$ cat config.mk
export PLATFORM = sky130hd
export DESIGN_NAME = delayed_register_write_scheduler_unit
export DESIGN_NICKNAME = d
export VERILOG_FILES = /design/src/hw/rtl/drws_pkg.sv /design/src/hw/rtl/drws_dpath.sv /design/src/hw/rtl/drws_ctrl.sv /design/src/hw/rtl/delayed_register_write_scheduler_unit.sv
export SDC_FILE = /design/constraint.sdc
export NUM_CORES = 2
export LEC_CHECK = 0
export BUFFER_PORTS_ARGS = -buffer_cell sky130_fd_sc_hd__buf_2
export CAP_MARGIN = 30
export CORE_MARGIN = 5
export CORE_UTILIZATION = 67
export CTS_CLUSTER_SIZE = 16
export DETAILED_ROUTE_END_ITERATION = 8
export PLACE_DENSITY = 0.85
export SYNTH_ARGS = -nofsm -noshare
export SYNTH_HDL_FRONTEND = slang
export SYNTH_SLANG_ARGS = --single-unit
$ cat constraint.sdc
create_clock -name clock -period 31.6 [get_ports clock]
set_clock_uncertainty 0.05 [all_clocks]
set_input_delay 1.58 -clock clock [delete_from_list [all_inputs] [get_ports clock]]
set_output_delay 1.58 -clock clock [all_outputs]
set_load 0.03 [all_outputs]
$ cat src/hw/rtl/drws_pkg.sv
// ----------------------------------------------------------------------------
// drws_pkg
// Types, codes and field layout shared by the write scheduler modules.
// ----------------------------------------------------------------------------
package drws_pkg;

   localparam int WRITE_SLOTS_DEF = 8;

   // field widths
   localparam int REQ_W  = 3;
   localparam int IDX_W  = 5;
   localparam int WORD_W = 32;
   localparam int LAT_W  = 8;
   localparam int KIND_W = 2;
   localparam int CLK_W  = 64;
   localparam int AGE_W  = 32;
   localparam int CNT_W  = 4;

   // tdata layout, same on both channels
   localparam int IDX_LSB = 0;
   localparam int VAL_LSB = IDX_LSB + IDX_W;
   localparam int HI_LSB  = VAL_LSB + WORD_W;
   localparam int LO_LSB  = HI_LSB + WORD_W;
   localparam int LAT_LSB = LO_LSB + WORD_W;
   localparam int USED_W  = LAT_LSB + LAT_W;
   localparam int TDATA_W = ((USED_W + 7) / 8) * 8;
   localparam int PAD_W   = TDATA_W - USED_W;
   localparam int REQ_USER_W = REQ_W;
   localparam int RSP_USER_W = KIND_W;

   // request codes
   localparam logic [REQ_W-1:0] REQ_TICK  = 3'd0;
   localparam logic [REQ_W-1:0] REQ_DATA  = 3'd1;
   localparam logic [REQ_W-1:0] REQ_CTRL  = 3'd2;
   localparam logic [REQ_W-1:0] REQ_MULDV = 3'd3;
   localparam logic [REQ_W-1:0] REQ_BUSY  = 3'd4;
   localparam logic [REQ_W-1:0] REQ_STALL = 3'd5;

   // result kinds
   localparam logic [KIND_W-1:0] KIND_DATA   = 2'd0;
   localparam logic [KIND_W-1:0] KIND_CTRL   = 2'd1;
   localparam logic [KIND_W-1:0] KIND_HILO   = 2'd2;
   localparam logic [KIND_W-1:0] KIND_REPORT = 2'd3;

   localparam logic [IDX_W-1:0] REG_SLOW = 5'd28;
   localparam logic [1:0]       DLY_FAST = 2'd2;
   localparam logic [1:0]       DLY_SLOW = 2'd3;

   // results allowed ahead of the end report
   localparam logic [CNT_W-1:0] RESULT_BUDGET = 4'd9;

   // clock update select
   localparam logic [1:0] CLK_HOLD = 2'd0;
   localparam logic [1:0] CLK_TICK = 2'd1;
   localparam logic [1:0] CLK_JUMP = 2'd2;
   localparam logic [1:0] CLK_MD   = 2'd3;

   // slot scan modes
   localparam logic SCAN_RETIRE = 1'b0;
   localparam logic SCAN_MIN    = 1'b1;

   typedef struct packed {
      logic       load;
      logic [1:0] clk_op;
      logic       busy_chk;
      logic       emit_md;
      logic       scan_start;
      logic       scan_step;
      logic       scan_mode;
      logic       emit_slot;
      logic       insert;
      logic       insert_high;
      logic       md_set;
      logic       busy_set;
      logic       emit_report;
   } drws_cmd_type;

   typedef struct packed {
      logic [REQ_W-1:0] req_kind;
      logic             lat_zero;
      logic             md_stall;
      logic             md_emit_ok;
      logic             scan_last;
      logic             found;
      logic             budget_left;
      logic             free_any;
      logic             out_ready;
   } drws_stat_type;

endpackage

$ cat src/hw/rtl/drws_dpath.sv
// ----------------------------------------------------------------------------
// drws_dpath
// Clock, muldiv and busy state, write slot table, slot scanner, result register.
// ----------------------------------------------------------------------------
module drws_dpath #(
   parameter int WRITE_SLOTS = drws_pkg::WRITE_SLOTS_DEF
) (
   input  logic                                clock,
   input  logic                                reset,
   input  drws_pkg::drws_cmd_type              cmd,
   output drws_pkg::drws_stat_type             stat,
   input  logic [drws_pkg::TDATA_W-1:0]        req_tdata,
   input  logic [drws_pkg::REQ_USER_W-1:0]     req_tuser,
   output logic                                rsp_tvalid,
   input  logic                                rsp_tready,
   output logic [drws_pkg::TDATA_W-1:0]        rsp_tdata,
   output logic [drws_pkg::RSP_USER_W-1:0]     rsp_tuser,
   output logic                                rsp_tlast
);
   import drws_pkg::*;

   localparam int IW = (WRITE_SLOTS > 1) ? $clog2(WRITE_SLOTS) : 1;

   // latched request
   logic [REQ_W-1:0]  rq_type_ff;
   logic [IDX_W-1:0]  rq_index_ff;
   logic [WORD_W-1:0] rq_value_ff, rq_hi_ff, rq_lo_ff;
   logic [LAT_W-1:0]  rq_lat_ff, lat_m1;

   // time and pending results
   logic [CLK_W-1:0]  clock_ff, clock_in;
   logic [LAT_W-1:0]  adv_ff, adv_in;
   logic [CNT_W-1:0]  cnt_ff, cnt_in;
   logic              md_pend_ff, md_pend_in;
   logic [CLK_W-1:0]  md_due_ff, md_due_in;
   logic [WORD_W-1:0] md_hi_ff, md_lo_ff;
   logic [CLK_W-1:0]  busy_ff, busy_in;

   // slot table
   logic [WRITE_SLOTS-1:0] slot_vld_ff;
   logic                   slot_ctrl_ff [WRITE_SLOTS];
   logic [IDX_W-1:0]       slot_reg_ff  [WRITE_SLOTS];
   logic [WORD_W-1:0]      slot_data_ff [WRITE_SLOTS];
   logic [CLK_W-1:0]       slot_due_ff  [WRITE_SLOTS];
   logic [AGE_W-1:0]       slot_age_ff  [WRITE_SLOTS];
   logic [AGE_W-1:0]       next_age_ff;

   // scanner
   logic [IW-1:0]     scan_idx_ff, scan_idx_in;
   logic              found_ff, found_in;
   logic [IW-1:0]     best_idx_ff;
   logic              best_ctrl_ff;
   logic [IDX_W-1:0]  best_reg_ff;
   logic [WORD_W-1:0] best_data_ff;
   logic [CLK_W-1:0]  best_due_ff;
   logic [AGE_W-1:0]  best_age_ff;
   logic              take;
   logic [CLK_W-1:0]  sc_due;
   logic [AGE_W-1:0]  sc_age;

   // free slot search and insert
   logic [IW-1:0]     free_lo, free_hi, tgt;
   logic [CLK_W-1:0]  ins_due;

   // result register
   logic              rsp_valid_ff, rsp_valid_in, out_load, out_ready;
   logic [KIND_W-1:0] o_kind_ff, o_kind_in;
   logic [IDX_W-1:0]  o_idx_ff, o_idx_in;
   logic [WORD_W-1:0] o_val_ff, o_val_in, o_hi_ff, o_hi_in, o_lo_ff, o_lo_in;
   logic [LAT_W-1:0]  o_cyc_ff, o_cyc_in;
   logic              o_last_ff, o_last_in;

   assign lat_m1 = (rq_lat_ff == '0) ? '0 : rq_lat_ff - LAT_W'(1);

   always_ff @(posedge clock) begin
      if (cmd.load) begin
         rq_type_ff  <= req_tuser;
         rq_index_ff <= req_tdata[IDX_LSB +: IDX_W];
         rq_value_ff <= req_tdata[VAL_LSB +: WORD_W];
         rq_hi_ff    <= req_tdata[HI_LSB +: WORD_W];
         rq_lo_ff    <= req_tdata[LO_LSB +: WORD_W];
         rq_lat_ff   <= req_tdata[LAT_LSB +: LAT_W];
      end
   end

   // clock update and advance tally
   always_comb begin
      unique case (cmd.clk_op)
         CLK_HOLD: clock_in = clock_ff;
         CLK_TICK: clock_in = clock_ff + CLK_W'(rq_lat_ff);
         CLK_JUMP: clock_in = (best_due_ff <= clock_ff) ? clock_ff + CLK_W'(1) : best_due_ff;
         CLK_MD:   clock_in = md_due_ff;
      endcase
      if (cmd.load) begin
         adv_in = '0;
      end else begin
         adv_in = adv_ff + (clock_in[LAT_W-1:0] - clock_ff[LAT_W-1:0]);
      end
      if (cmd.load) begin
         cnt_in = '0;
      end else if (cmd.emit_md || cmd.emit_slot) begin
         cnt_in = cnt_ff + CNT_W'(1);
      end else begin
         cnt_in = cnt_ff;
      end
   end

   // muldiv and busy deadline
   always_comb begin
      md_pend_in = md_pend_ff;
      md_due_in  = md_due_ff;
      busy_in    = busy_ff;
      if (cmd.md_set) begin
         md_pend_in = 1'b1;
         md_due_in  = clock_ff + CLK_W'(lat_m1);
      end else if (cmd.emit_md) begin
         md_pend_in = 1'b0;
      end
      if (cmd.busy_set) begin
         busy_in = clock_ff + CLK_W'(lat_m1);
      end else if (cmd.busy_chk && busy_ff != '0 && busy_ff <= clock_ff) begin
         busy_in = '0;
      end
   end

   always_ff @(posedge clock) begin
      if (reset) begin
         clock_ff   <= '0;
         adv_ff     <= '0;
         cnt_ff     <= '0;
         md_pend_ff <= 1'b0;
         md_due_ff  <= '0;
         busy_ff    <= '0;
      end else begin
         clock_ff   <= clock_in;
         adv_ff     <= adv_in;
         cnt_ff     <= cnt_in;
         md_pend_ff <= md_pend_in;
         md_due_ff  <= md_due_in;
         busy_ff    <= busy_in;
      end
   end

   always_ff @(posedge clock) begin
      if (cmd.md_set) begin
         md_hi_ff <= rq_hi_ff;
         md_lo_ff <= rq_lo_ff;
      end
   end

   // one slot per cycle against the running best
   assign sc_due = slot_due_ff[scan_idx_ff];
   assign sc_age = slot_age_ff[scan_idx_ff];

   always_comb begin
      if (cmd.scan_mode == SCAN_MIN) begin
         take = !found_ff || (sc_due < best_due_ff);
      end else begin
         take = slot_vld_ff[scan_idx_ff] && (sc_due <= clock_ff) &&
                (!found_ff || (sc_due < best_due_ff) ||
                 ((sc_due == best_due_ff) && (sc_age < best_age_ff)));
      end
      scan_idx_in = scan_idx_ff;
      found_in    = found_ff;
      if (cmd.scan_start) begin
         scan_idx_in = '0;
         found_in    = 1'b0;
      end else if (cmd.scan_step) begin
         scan_idx_in = scan_idx_ff + IW'(1);
         found_in    = found_ff | take;
      end
   end

   always_ff @(posedge clock) begin
      if (reset) begin
         scan_idx_ff <= '0;
         found_ff    <= 1'b0;
      end else begin
         scan_idx_ff <= scan_idx_in;
         found_ff    <= found_in;
      end
   end

   always_ff @(posedge clock) begin
      if (cmd.scan_step && take) begin
         best_idx_ff  <= scan_idx_ff;
         best_ctrl_ff <= slot_ctrl_ff[scan_idx_ff];
         best_reg_ff  <= slot_reg_ff[scan_idx_ff];
         best_data_ff <= slot_data_ff[scan_idx_ff];
         best_due_ff  <= sc_due;
         best_age_ff  <= sc_age;
      end
   end

   // lowest and highest free slot
   always_comb begin
      free_lo = '0;
      free_hi = '0;
      for (int i = WRITE_SLOTS - 1; i >= 0; i--) begin
         if (!slot_vld_ff[i]) free_lo = IW'(i);
      end
      for (int i = 0; i < WRITE_SLOTS; i++) begin
         if (!slot_vld_ff[i]) free_hi = IW'(i);
      end
      tgt = cmd.insert_high ? free_hi : free_lo;
      if (rq_type_ff == REQ_CTRL || rq_index_ff == REG_SLOW) begin
         ins_due = clock_ff + CLK_W'(DLY_SLOW);
      end else begin
         ins_due = clock_ff + CLK_W'(DLY_FAST);
      end
   end

   always_ff @(posedge clock) begin
      if (reset) begin
         slot_vld_ff <= '0;
         next_age_ff <= '0;
      end else if (cmd.insert) begin
         slot_vld_ff[tgt] <= 1'b1;
         next_age_ff      <= next_age_ff + AGE_W'(1);
      end else if (cmd.emit_slot) begin
         slot_vld_ff[best_idx_ff] <= 1'b0;
      end
   end

   always_ff @(posedge clock) begin
      if (cmd.insert) begin
         slot_ctrl_ff[tgt] <= (rq_type_ff == REQ_CTRL);
         slot_reg_ff[tgt]  <= rq_index_ff;
         slot_data_ff[tgt] <= rq_value_ff;
         slot_due_ff[tgt]  <= ins_due;
         slot_age_ff[tgt]  <= next_age_ff;
      end
   end

   // result register
   assign out_ready = !rsp_valid_ff || rsp_tready;
   assign out_load  = cmd.emit_md || cmd.emit_slot || cmd.emit_report;

   always_comb begin
      o_kind_in = KIND_REPORT;
      o_idx_in  = '0;
      o_val_in  = '0;
      o_hi_in   = '0;
      o_lo_in   = '0;
      o_cyc_in  = '0;
      o_last_in = 1'b0;
      priority if (cmd.emit_md) begin
         o_kind_in = KIND_HILO;
         o_hi_in   = md_hi_ff;
         o_lo_in   = md_lo_ff;
      end else if (cmd.emit_slot) begin
         o_kind_in = best_ctrl_ff ? KIND_CTRL : KIND_DATA;
         o_idx_in  = best_reg_ff;
         o_val_in  = best_data_ff;
      end else begin
         o_cyc_in  = adv_ff;
         o_last_in = 1'b1;
      end
      if (out_load) begin
         rsp_valid_in = 1'b1;
      end else if (rsp_tready) begin
         rsp_valid_in = 1'b0;
      end else begin
         rsp_valid_in = rsp_valid_ff;
      end
   end

   always_ff @(posedge clock) begin
      if (reset) begin
         rsp_valid_ff <= 1'b0;
      end else begin
         rsp_valid_ff <= rsp_valid_in;
      end
   end

   always_ff @(posedge clock) begin
      if (out_load) begin
         o_kind_ff <= o_kind_in;
         o_idx_ff  <= o_idx_in;
         o_val_ff  <= o_val_in;
         o_hi_ff   <= o_hi_in;
         o_lo_ff   <= o_lo_in;
         o_cyc_ff  <= o_cyc_in;
         o_last_ff <= o_last_in;
      end
   end

   assign rsp_tvalid = rsp_valid_ff;
   assign rsp_tuser  = o_kind_ff;
   assign rsp_tlast  = o_last_ff;
   assign rsp_tdata  = {{PAD_W{1'b0}}, o_cyc_ff, o_lo_ff, o_hi_ff, o_val_ff, o_idx_ff};

   // status to the controller
   always_comb begin
      stat.req_kind    = rq_type_ff;
      stat.lat_zero    = (rq_lat_ff == '0);
      stat.md_stall    = md_pend_ff && (md_due_ff > clock_ff);
      stat.budget_left = (cnt_ff < RESULT_BUDGET);
      stat.md_emit_ok  = md_pend_ff && (md_due_ff <= clock_ff) && stat.budget_left;
      stat.scan_last   = (scan_idx_ff == IW'(WRITE_SLOTS - 1));
      stat.found       = found_ff;
      stat.free_any    = ~&slot_vld_ff;
      stat.out_ready   = out_ready;
   end

endmodule

$ cat src/hw/rtl/drws_ctrl.sv
// ----------------------------------------------------------------------------
// drws_ctrl
// Sequencer for one request: dispatch, advance, retire scans, insert, report.
// ----------------------------------------------------------------------------
module drws_ctrl (
   input  logic                    clock,
   input  logic                    reset,
   input  logic                    req_tvalid,
   output logic                    req_tready,
   input  drws_pkg::drws_stat_type stat,
   output drws_pkg::drws_cmd_type  cmd
);
   import drws_pkg::*;

   localparam logic [3:0] S_IDLE     = 4'd0;
   localparam logic [3:0] S_DISPATCH = 4'd1;
   localparam logic [3:0] S_ADVMD    = 4'd2;
   localparam logic [3:0] S_RSTART   = 4'd3;
   localparam logic [3:0] S_RSCAN    = 4'd4;
   localparam logic [3:0] S_RDONE    = 4'd5;
   localparam logic [3:0] S_AFTER    = 4'd6;
   localparam logic [3:0] S_FREE     = 4'd7;
   localparam logic [3:0] S_MSCAN    = 4'd8;
   localparam logic [3:0] S_MJUMP    = 4'd9;
   localparam logic [3:0] S_REPORT   = 4'd10;

   logic [3:0] state_ff, state_in;
   logic       is_write;

   assign is_write   = (stat.req_kind == REQ_DATA) || (stat.req_kind == REQ_CTRL);
   assign req_tready = (state_ff == S_IDLE);

   always_comb begin
      cmd        = '0;
      cmd.clk_op = CLK_HOLD;
      state_in   = state_ff;
      unique case (state_ff)
         S_IDLE: begin
            if (req_tvalid) begin
               cmd.load = 1'b1;
               state_in = S_DISPATCH;
            end
         end
         S_DISPATCH: begin
            unique case (stat.req_kind)
               REQ_TICK: begin
                  if (stat.lat_zero) begin
                     state_in = S_REPORT;
                  end else begin
                     cmd.clk_op = CLK_TICK;
                     state_in   = S_ADVMD;
                  end
               end
               REQ_DATA, REQ_CTRL: state_in = S_FREE;
               REQ_MULDV: begin
                  cmd.md_set = 1'b1;
                  state_in   = S_REPORT;
               end
               REQ_BUSY: begin
                  cmd.busy_set = 1'b1;
                  state_in     = S_REPORT;
               end
               REQ_STALL: begin
                  if (stat.md_stall) begin
                     cmd.clk_op = CLK_MD;
                     state_in   = S_ADVMD;
                  end else begin
                     state_in = S_REPORT;
                  end
               end
               default: state_in = S_REPORT;
            endcase
         end
         S_ADVMD: begin
            cmd.busy_chk = 1'b1;
            if (!stat.md_emit_ok) begin
               state_in = S_RSTART;
            end else if (stat.out_ready) begin
               cmd.emit_md = 1'b1;
               state_in    = S_RSTART;
            end
         end
         S_RSTART: begin
            if (stat.budget_left) begin
               cmd.scan_start = 1'b1;
               state_in       = S_RSCAN;
            end else begin
               state_in = S_AFTER;
            end
         end
         S_RSCAN: begin
            cmd.scan_step = 1'b1;
            cmd.scan_mode = SCAN_RETIRE;
            if (stat.scan_last) state_in = S_RDONE;
         end
         S_RDONE: begin
            if (!stat.found) begin
               state_in = S_AFTER;
            end else if (stat.out_ready) begin
               cmd.emit_slot = 1'b1;
               state_in      = S_RSTART;
            end
         end
         S_AFTER: begin
            if (!is_write) begin
               state_in = S_REPORT;
            end else if (stat.budget_left) begin
               state_in = S_FREE;
            end else begin
               // budget spent: take the highest free slot, if any
               cmd.insert      = stat.free_any;
               cmd.insert_high = 1'b1;
               state_in        = S_REPORT;
            end
         end
         S_FREE: begin
            if (stat.free_any) begin
               cmd.insert = 1'b1;
               state_in   = S_REPORT;
            end else begin
               cmd.scan_start = 1'b1;
               state_in       = S_MSCAN;
            end
         end
         S_MSCAN: begin
            cmd.scan_step = 1'b1;
            cmd.scan_mode = SCAN_MIN;
            if (stat.scan_last) state_in = S_MJUMP;
         end
         S_MJUMP: begin
            cmd.clk_op = CLK_JUMP;
            state_in   = S_ADVMD;
         end
         S_REPORT: begin
            if (stat.out_ready) begin
               cmd.emit_report = 1'b1;
               state_in        = S_IDLE;
            end
         end
         default: state_in = S_IDLE;
      endcase
   end

   always_ff @(posedge clock) begin
      if (reset) begin
         state_ff <= S_IDLE;
      end else begin
         state_ff <= state_in;
      end
   end

endmodule

$ cat src/hw/rtl/delayed_register_write_scheduler_unit.sv
// ----------------------------------------------------------------------------
// delayed_register_write_scheduler_unit
// Sequence: muldiv, busy, zero tick and unknown requests go from dispatch
// straight to the end report; a write into a free slot is inserted first. An
// advancing tick or stall runs the hi/lo check and the retire scans, one more
// scan per retired write; a full table adds the deadline search first. A result
// held by rsp_tready stalls the sequence until taken. Throughput: one request
// at a time, the next accept comes after the end report loads.
// Reset (synchronous): clock, deadlines and slot valid bits clear.
// ----------------------------------------------------------------------------
module delayed_register_write_scheduler_unit #(
   parameter int WRITE_SLOTS = drws_pkg::WRITE_SLOTS_DEF
) (
   input  logic                            clock,
   input  logic                            reset,
   // request channel
   input  logic                            req_tvalid,
   output logic                            req_tready,
   // tdata: reg_index[4:0], reg_value[36:5], hi_word[68:37], lo_word[100:69],
   //        latency[108:101], zero pad[111:109]
   input  logic [drws_pkg::TDATA_W-1:0]    req_tdata,
   // tuser: req_type[2:0]
   input  logic [drws_pkg::REQ_USER_W-1:0] req_tuser,
   // result channel
   output logic                            rsp_tvalid,
   input  logic                            rsp_tready,
   // tdata: out_index[4:0], out_value[36:5], out_hi[68:37], out_lo[100:69],
   //        cycles_advanced[108:101], zero pad[111:109]
   output logic [drws_pkg::TDATA_W-1:0]    rsp_tdata,
   // tuser: out_kind[1:0]
   output logic [drws_pkg::RSP_USER_W-1:0] rsp_tuser,
   // tlast: last_of_run, set on the end report only
   output logic                            rsp_tlast
);
   import drws_pkg::*;

   // Controller and datapath talk only through these two bundles.
   drws_cmd_type  cmd;
   drws_stat_type stat;

   // Sequencer: takes a request in idle, then walks through those steps it needs
   // of the advance, the hi/lo check, repeated retire scans, the deadline search
   // and the slot insert, and ends every request with the end report.
   drws_ctrl u_ctrl (
      .clock      (clock),
      .reset      (reset),
      .req_tvalid (req_tvalid),
      .req_tready (req_tready),
      .stat       (stat),
      .cmd        (cmd)
   );

   // Datapath: cycle clock, pending hi/lo, busy deadline, slot table with
   // age stamps, a serial scanner that holds the best slot found so far (earliest
   // due write, oldest on a tie, or earliest deadline when the table is full), and
   // the result register that lets a result wait while work goes on.
   drws_dpath #(
      .WRITE_SLOTS (WRITE_SLOTS)
   ) u_dpath (
      .clock      (clock),
      .reset      (reset),
      .cmd        (cmd),
      .stat       (stat),
      .req_tdata  (req_tdata),
      .req_tuser  (req_tuser),
      .rsp_tvalid (rsp_tvalid),
      .rsp_tready (rsp_tready),
      .rsp_tdata  (rsp_tdata),
      .rsp_tuser  (rsp_tuser),
      .rsp_tlast  (rsp_tlast)
   );

endmodule

## Word level (Yosys, flattened, before mapping)

Memory sizes are Yosys's and may differ from the RTL's. A register that Yosys moved wholly into a read port is not among the register bits.
Index checks and enable logic that the tools add are counted.

| operators by class | value |
|---|---|
| add/subtract/negate cells | 11 |
| order comparisons | 12 |
| equality and inequality tests | 25 |
| mux-type cells | 81 |
| bitwise logic cells | 5 |
| reduce and logical (&&, ||, !) cells | 33 |

Operators with widths:

| operator | count |
|---|---|
| 64-bit one-hot mux with 4 select lines | 1 |
| 64-bit less-or-equal comparator | 3 |
| 64-bit by 2-bit adder with 64-bit output (second input constant) | 2 |
| 64-bit by 8-bit adder with 64-bit output | 2 |
| 64-bit 2-to-1 mux | 2 |
| 64-bit by 1-bit adder with 64-bit output (second input constant) | 1 |
| 64-bit equality test | 1 |
| 64-bit > comparator | 1 |
| 64-bit < comparator | 1 |
| 3-bit 2-to-1 mux | 17 |
| 4-bit 2-to-1 mux | 11 |
| 4-bit one-hot mux with 11 select lines | 1 |
| 32-bit by 1-bit adder with 32-bit output (second input constant) | 1 |
| 32-bit < comparator | 1 |
| 1-bit 2-to-1 mux | 29 |
| 8-bit 2-to-1 mux | 3 |
| 4-bit by 3-bit equality test with 1-bit output (second input constant) | 4 |
| 2-bit 2-to-1 mux | 8 |
| 4-bit equality test (second input constant) | 3 |
| 3-bit by 4-bit < comparator with 1-bit output (second input constant) | 3 |
| 2-bit one-hot mux with 2 select lines | 3 |
| 4-bit one-hot mux with 3 select lines | 1 |
| 2-bit OR reduction | 5 |
| 3-bit equality test (second input constant) | 3 |
| 34 further kinds | 60 |

| word-level totals | value |
|---|---|
| register bits after elaboration | 577 |
| RAM bits | 1,072 |
| bits of input ports | 119 |
| output and inout port bits | 117 |
| logic and storage cells | 203 |
| memories kept | 5 |

Memories:

| memory | words | width | rd ports | clocked after memory_dff | wr ports | line | text |
|---|---|---|---|---|---|---|---|
| u_dpath.slot_due_ff | 8 | 64 | 1 | 1 | 1 | drws_dpath.sv:44 | `logic [CLK_W-1:0] slot_due_ff [WRITE_SLOTS];` |
| u_dpath.slot_age_ff | 8 | 32 | 1 | 1 | 1 | drws_dpath.sv:45 | `logic [AGE_W-1:0] slot_age_ff [WRITE_SLOTS];` |
| u_dpath.slot_data_ff | 8 | 32 | 1 | 1 | 1 | drws_dpath.sv:43 | `logic [WORD_W-1:0] slot_data_ff [WRITE_SLOTS];` |
| u_dpath.slot_reg_ff | 8 | 5 | 1 | 1 | 1 | drws_dpath.sv:42 | `logic [IDX_W-1:0] slot_reg_ff [WRITE_SLOTS];` |
| u_dpath.slot_ctrl_ff | 8 | 1 | 1 | 1 | 1 | drws_dpath.sv:41 | `logic slot_ctrl_ff [WRITE_SLOTS];` |

## Depth between registers and ports, before layout

| logic depth | value |
|---|---|
| depth after elaboration | 15 |
| mapped depth | 26 |
| gate-level depth less buffers | 23 |

## Hierarchy

A second synthesis with hierarchy kept.

| unflattened totals | value |
|---|---|
| cell total of the unflattened synthesis | 5,011 |
| area, all modules | 75,175.8 um^2 |

By module, submodules not included:

| module | times used | cells an instance | area an instance (um^2) |
|---|---|---|---|
| drws_dpath | 1 | 4,932 | 74,632.8 |
| drws_ctrl | 1 | 79 | 543.0 |

## Worst setup path before layout

Ideal clock, no wire load.

| timing | value |
|---|---|
| kind | reg2reg |
| from | register (tool-made name) |
| to | register u_dpath.best_age_ff[0] (enable) |
| library setup time | 0.707 ns |
| arrival | 11.022 ns |
| data required time | 30.843 ns |
| path slack | 19.821 ns |
| cell stages (with the launch flop) | 17 |
| path buffers | 3 |
| period minus slack after synthesis | 11.779 ns |
| path through | dfxtp_1 -> clkbuf_1 -> clkbuf_1 -> buf_1 -> mux4_2 -> mux2_2 -> ha_1 -> a21o_1 -> a21o_1 -> a21o_1 -> a21oi_1 -> nor2b_1 -> o21ai_0 -> a211oi_1 -> nor4_1 -> o21ai_0 -> a32oi_1 |

RTL lines:

| what | line | text |
|---|---|---|
| end signal: assignment | drws_dpath.sv:191 | `best_age_ff <= sc_age;` |
| end: declaration | drws_dpath.sv:56 | `logic [AGE_W-1:0] best_age_ff;` |

==> results.rst <==
.. list-table::
   :header-rows: 1

   * - Metric
     - Value
   * - Start-to-end type of the worst setup path
     - flop to flop
   * - Number of rows created at floorplan
     - between 100 and 150
   * - Number of antenna-violating nets in the routed design
     - 0
   * - Port Buf Inserts
     - 229
   * - Final nets
     - 5650
   * - Synth top area share
     - 0.600
   * - Per-cell via count in the routed design
     - between 6 and 7
   * - Portion of the post-synthesis area used by sequential elements
     - 0.652
   * - Final setup vio count
     - 0
   * - Total number of yosys warnings
     - 0
   * - Internal
     - between 4000 and 5000 µW
   * - Max H-tree Level
     - 4
   * - Smallest setup slack after layout
     - 23.77 ns
   * - CP max-delay cell
     - sky130_fd_sc_hd__dfxtp_4
   * - Mapped Area
     - 74900 µm²
   * - Post-Syn Area per Cell
     - between 15 and 20 µm²
   * - Filler Cell Count
     - ~6200
   * - Total of cells resized after clock tree synthesis
     - 0
   * - Slowest cell delay on critical path
     - about 0.9 ns
   * - Final routed DRC violation total
     - 0
   * - Power, Total
     - approximately 5800 µW
   * - Largest net degree at the start of global routing
     - 139
   * - Slew margin rel.
     - 0.305
   * - Die Outline Area
     - 119000 µm²
   * - Net switching share of the total power
     - 0.283
   * - Power per standard cell area
     - 69.4 nW/µm²
   * - Width of the die
     - approximately 340 µm
   * - Number of setup buffers added after CTS
     - 0
   * - Final max-slew violation count
     - 0
   * - Detailed-route wire length per cell
     - 30.1 µm
   * - Final global-route overflow total
     - 0
   * - Y dimension of the die
     - 344 µm
   * - WP data required
     - 31.95 ns
   * - Final wirelength
     - 206 mm
   * - Least-Margin Pin Slew
     - between 1 and 1.5 ns
   * - Unrepaired setup endpoints after global routing
     - no
   * - Post-synth ARST share
     - 0
   * - Min Tclk post-route
     - 7.83 ns
   * - Flip-flop cell with the highest count after synthesis
     - sky130_fd_sc_hd__edfxtp_1
   * - Routed via count
     - between 40000 and 50000
   * - Synthesized flop and latch total
     - 1690
   * - Worst IR drop on VDD
     - 0.0000813 V
   * - Largest area contributor in the netlist
     - sky130_fd_sc_hd__edfxtp_1
   * - Number of search-and-repair iterations in the first detailed-routing pass
     - 8
   * - Setup Total Neg Slack
     - 0 ns
   * - Highest clock frequency the design can meet
     - 128 MHz
   * - Skew-Pair Late Insertion Delay
     - between 0.8 and 0.9 ns
   * - Worst min path class
     - flop to flop
   * - Worst slack at placement
     - 24.05 ns
   * - Startpoint types
     - flop
   * - Arrival time reported for the critical path endpoint
     - 8.18 ns
   * - Share of cells above drive strength 1
     - 0.189
   * - Post-route fraction of the period consumed by the critical path
     - 0.248
   * - Leakage power
     - 0.0273 µW
   * - Clock Root Buffer
     - sky130_fd_sc_hd__clkbuf_16
   * - First-pass GRT wire length
     - 302 mm
   * - Number of DRC markers after the initial detailed-route iteration
     - 5937
   * - Part of the total power dissipated in sequential elements
     - 0.471
   * - Initial cell density of the core
     - 0.676
   * - Most repeated cell in the gate-level netlist after synthesis
     - sky130_fd_sc_hd__edfxtp_1
   * - Switching Power
     - 1630 µW
   * - Final Util
     - 0.749
   * - Clock buffer count from CTS
     - 164
   * - Number of buffers between clock root and the deepest sink
     - 3
   * - Number of different library cells in the post-synthesis netlist
     - 89
   * - Max cap viols
     - 0
   * - Routability-driven placement congestion ratio
     - 1.05
   * - Status
     - completed
   * - Clk sink count
     - around 1700
   * - GRT Resource Usage Total
     - 0.345
   * - Critical path capture point type
     - flop
   * - Area growth from synthesis to layout
     - 10.9%
   * - Final hold violations
     - 0
   * - Cell types occupying the most area after synthesis
     - sky130_fd_sc_hd__edfxtp_1 60%, sky130_fd_sc_hd__mux4_2 8.1%, sky130_fd_sc_hd__ha_1 5.4%, sky130_fd_sc_hd__dfxtp_1 5.2%, sky130_fd_sc_hd__xnor2_1 2.4%
   * - Clock slew at reported path FFs
     - 0.06 ns
   * - Number of antenna violations at the first check in global routing
     - 7
   * - Via count of the first global-routing pass
     - 46900
   * - CTS tree
     - yes
   * - Cell count after synthesis
     - 4962
   * - Count of hold-fix buffers inserted at cts
     - 0
   * - Total I/O pin count
     - 236
   * - Number of flops mapped to enable cells by yosys
     - 1497
   * - Most instantiated cells after synthesis
     - 1497 x sky130_fd_sc_hd__edfxtp_1, 322 x sky130_fd_sc_hd__ha_1, 296 x sky130_fd_sc_hd__nor2_1
   * - DP Wirelength
     - 123 mm
   * - Fraction of power consumed by combinational cells
     - 0.194
   * - CP max FO
     - 137
   * - Part of the power in the clock network
     - 0.335
   * - Area taken by multi-input logic gates
     - 24400 µm²
   * - Cell-by-cell trace of the critical path
     - buf_4 -> buf_4 -> mux4_2 -> mux2_2 -> ha_1 -> a21o_1 -> a21o_1 -> a21oi_1 -> o21ai_0 -> a311oi_1 -> or4_1 -> a311oi_1 -> or4_1 -> a32oi_4 -> buf_12
   * - Sequential standard cell area
     - 48800 µm²
   * - Total core area
     - 111000 µm²
-- power by group through the flow --
stage	combinational (µW)	clock [µW]	sequential (µW)
after global routing	1200	2050	2730
after floorplan	792	0	2730
after detailed placement	1060	0	2760
final	1120	1930	2720
after global placement	1010	0	2750
after CTS	1090	1940	2720
-- cell families after synthesis --
logic type | Yosys count | share of synthesized area
xor gates and xnor gates | 235 | 0.0275
muxes | 420 | 0.103
adders and majority gates | 331 | 0.0562
and+or+nand+nor | 1159 | 0.0779
buffers and inverters | 437 | 0.0237
AOI/OAI and AO/OA | 689 | 0.0592
DFF | 1690 | 0.652
other | 1 | 0.0000501
-- worst max-delay path, delay by kind of cell, from the launching register on --
family | cells | cell delay [ns]
AO/OA/AOI/OAI | 7 | 1.81
adder cells (fa/ha/maj) | 1 | 0.35
buffers and inverters | 3 | 2.22
flip-flops | 1 | 0.89
multiplexers | 2 | 0.96
AND/OR/NAND/NOR | 2 | 0.89
-- flip-flops by register name, summed over array words and instances (netlist names), 40 cells and up, named ones only --
signal and cells:
u_dpath.md_due_ff 64, u_dpath.slot_data_ff 256, u_dpath.best_due_ff 64, u_dpath.clock_ff 64
u_dpath.slot_age_ff 256, u_dpath.slot_reg_ff 40, u_dpath.slot_due_ff 512
-- metrics by stage --
| step | cells | cell area (µm²) | hold slack [ns] |
|---|---|---|---|
| final | 6829 | 83000 | 0.363 |
| after floorplan | 4964 | 74900 | 0.350 |
| after CTS | 6817 | 82900 | 0.361 |
| after detailed placement | 6519 | 77600 | 0.355 |
| after global routing | 6821 | 83000 | 0.369 |
| after global placement | 6514 | 77500 | 0.351 |
-- cell type report --
type | count | area share
diodes | 9 | 0.000271
clock buffers | 214 | 0.0533
clock inverters | 84 | 0.0106
inverters | 211 | 0.00996
multi-input cells | 2837 | 0.294
flip-flops and latches | 1690 | 0.588
well taps | 1488 | 0.0224
repair buffers | 296 | 0.0213
-- per-layer routing --
metal  routed length (µm)  global-route usage  vias up
li1                     -                   -    19600
met1                73100               0.448    23200
met2               100000               0.569     3242
met3                20100              0.0649      767
met4                12200               0.173        6
met5                   34                   0        -
-- worst paths after layout --
| path | depth (start not counted) | slack (ns) | to | startpoint |
|---|---|---|---|---|
| min reg2reg | 0 | 0.36 | u_dpath.md_lo_ff[5] | u_dpath.rq_lo_ff[5] |
| max | 15 | 23.77 | u_dpath.best_data_ff[19] | flop |
| min | 0 | 0.36 | u_dpath.md_lo_ff[5] | u_dpath.rq_lo_ff[5] |
| max reg2reg | 15 | 23.77 | u_dpath.best_data_ff[19] | flop |
-- cell usage in the layout (no fill, tap or decap), drive strengths merged, types with 11 or more instances in the layout --
cell	n
or3	24
nor4	37
buf	296
nor2	297
edfxtp	1497
mux2i	16
a21oi	224
o211ai	25
xnor2	208
mux2	134
ha	322
and2	115
xor2	27
a31oi	33
nor3	86
a221oi	23
mux4	270
a211oi	84
nand2b	21
and3	24
a21o	51
or2	17
nand2	251
nand3	110
clkinv	66
o21a	15
nor2b	41
a22oi	14
clkinvlp	11
o21ai	136
dfxtp	193
clkbuf	214
inv	210
nand4	106
No activity file was read; power rests on OpenSTA's default activity.
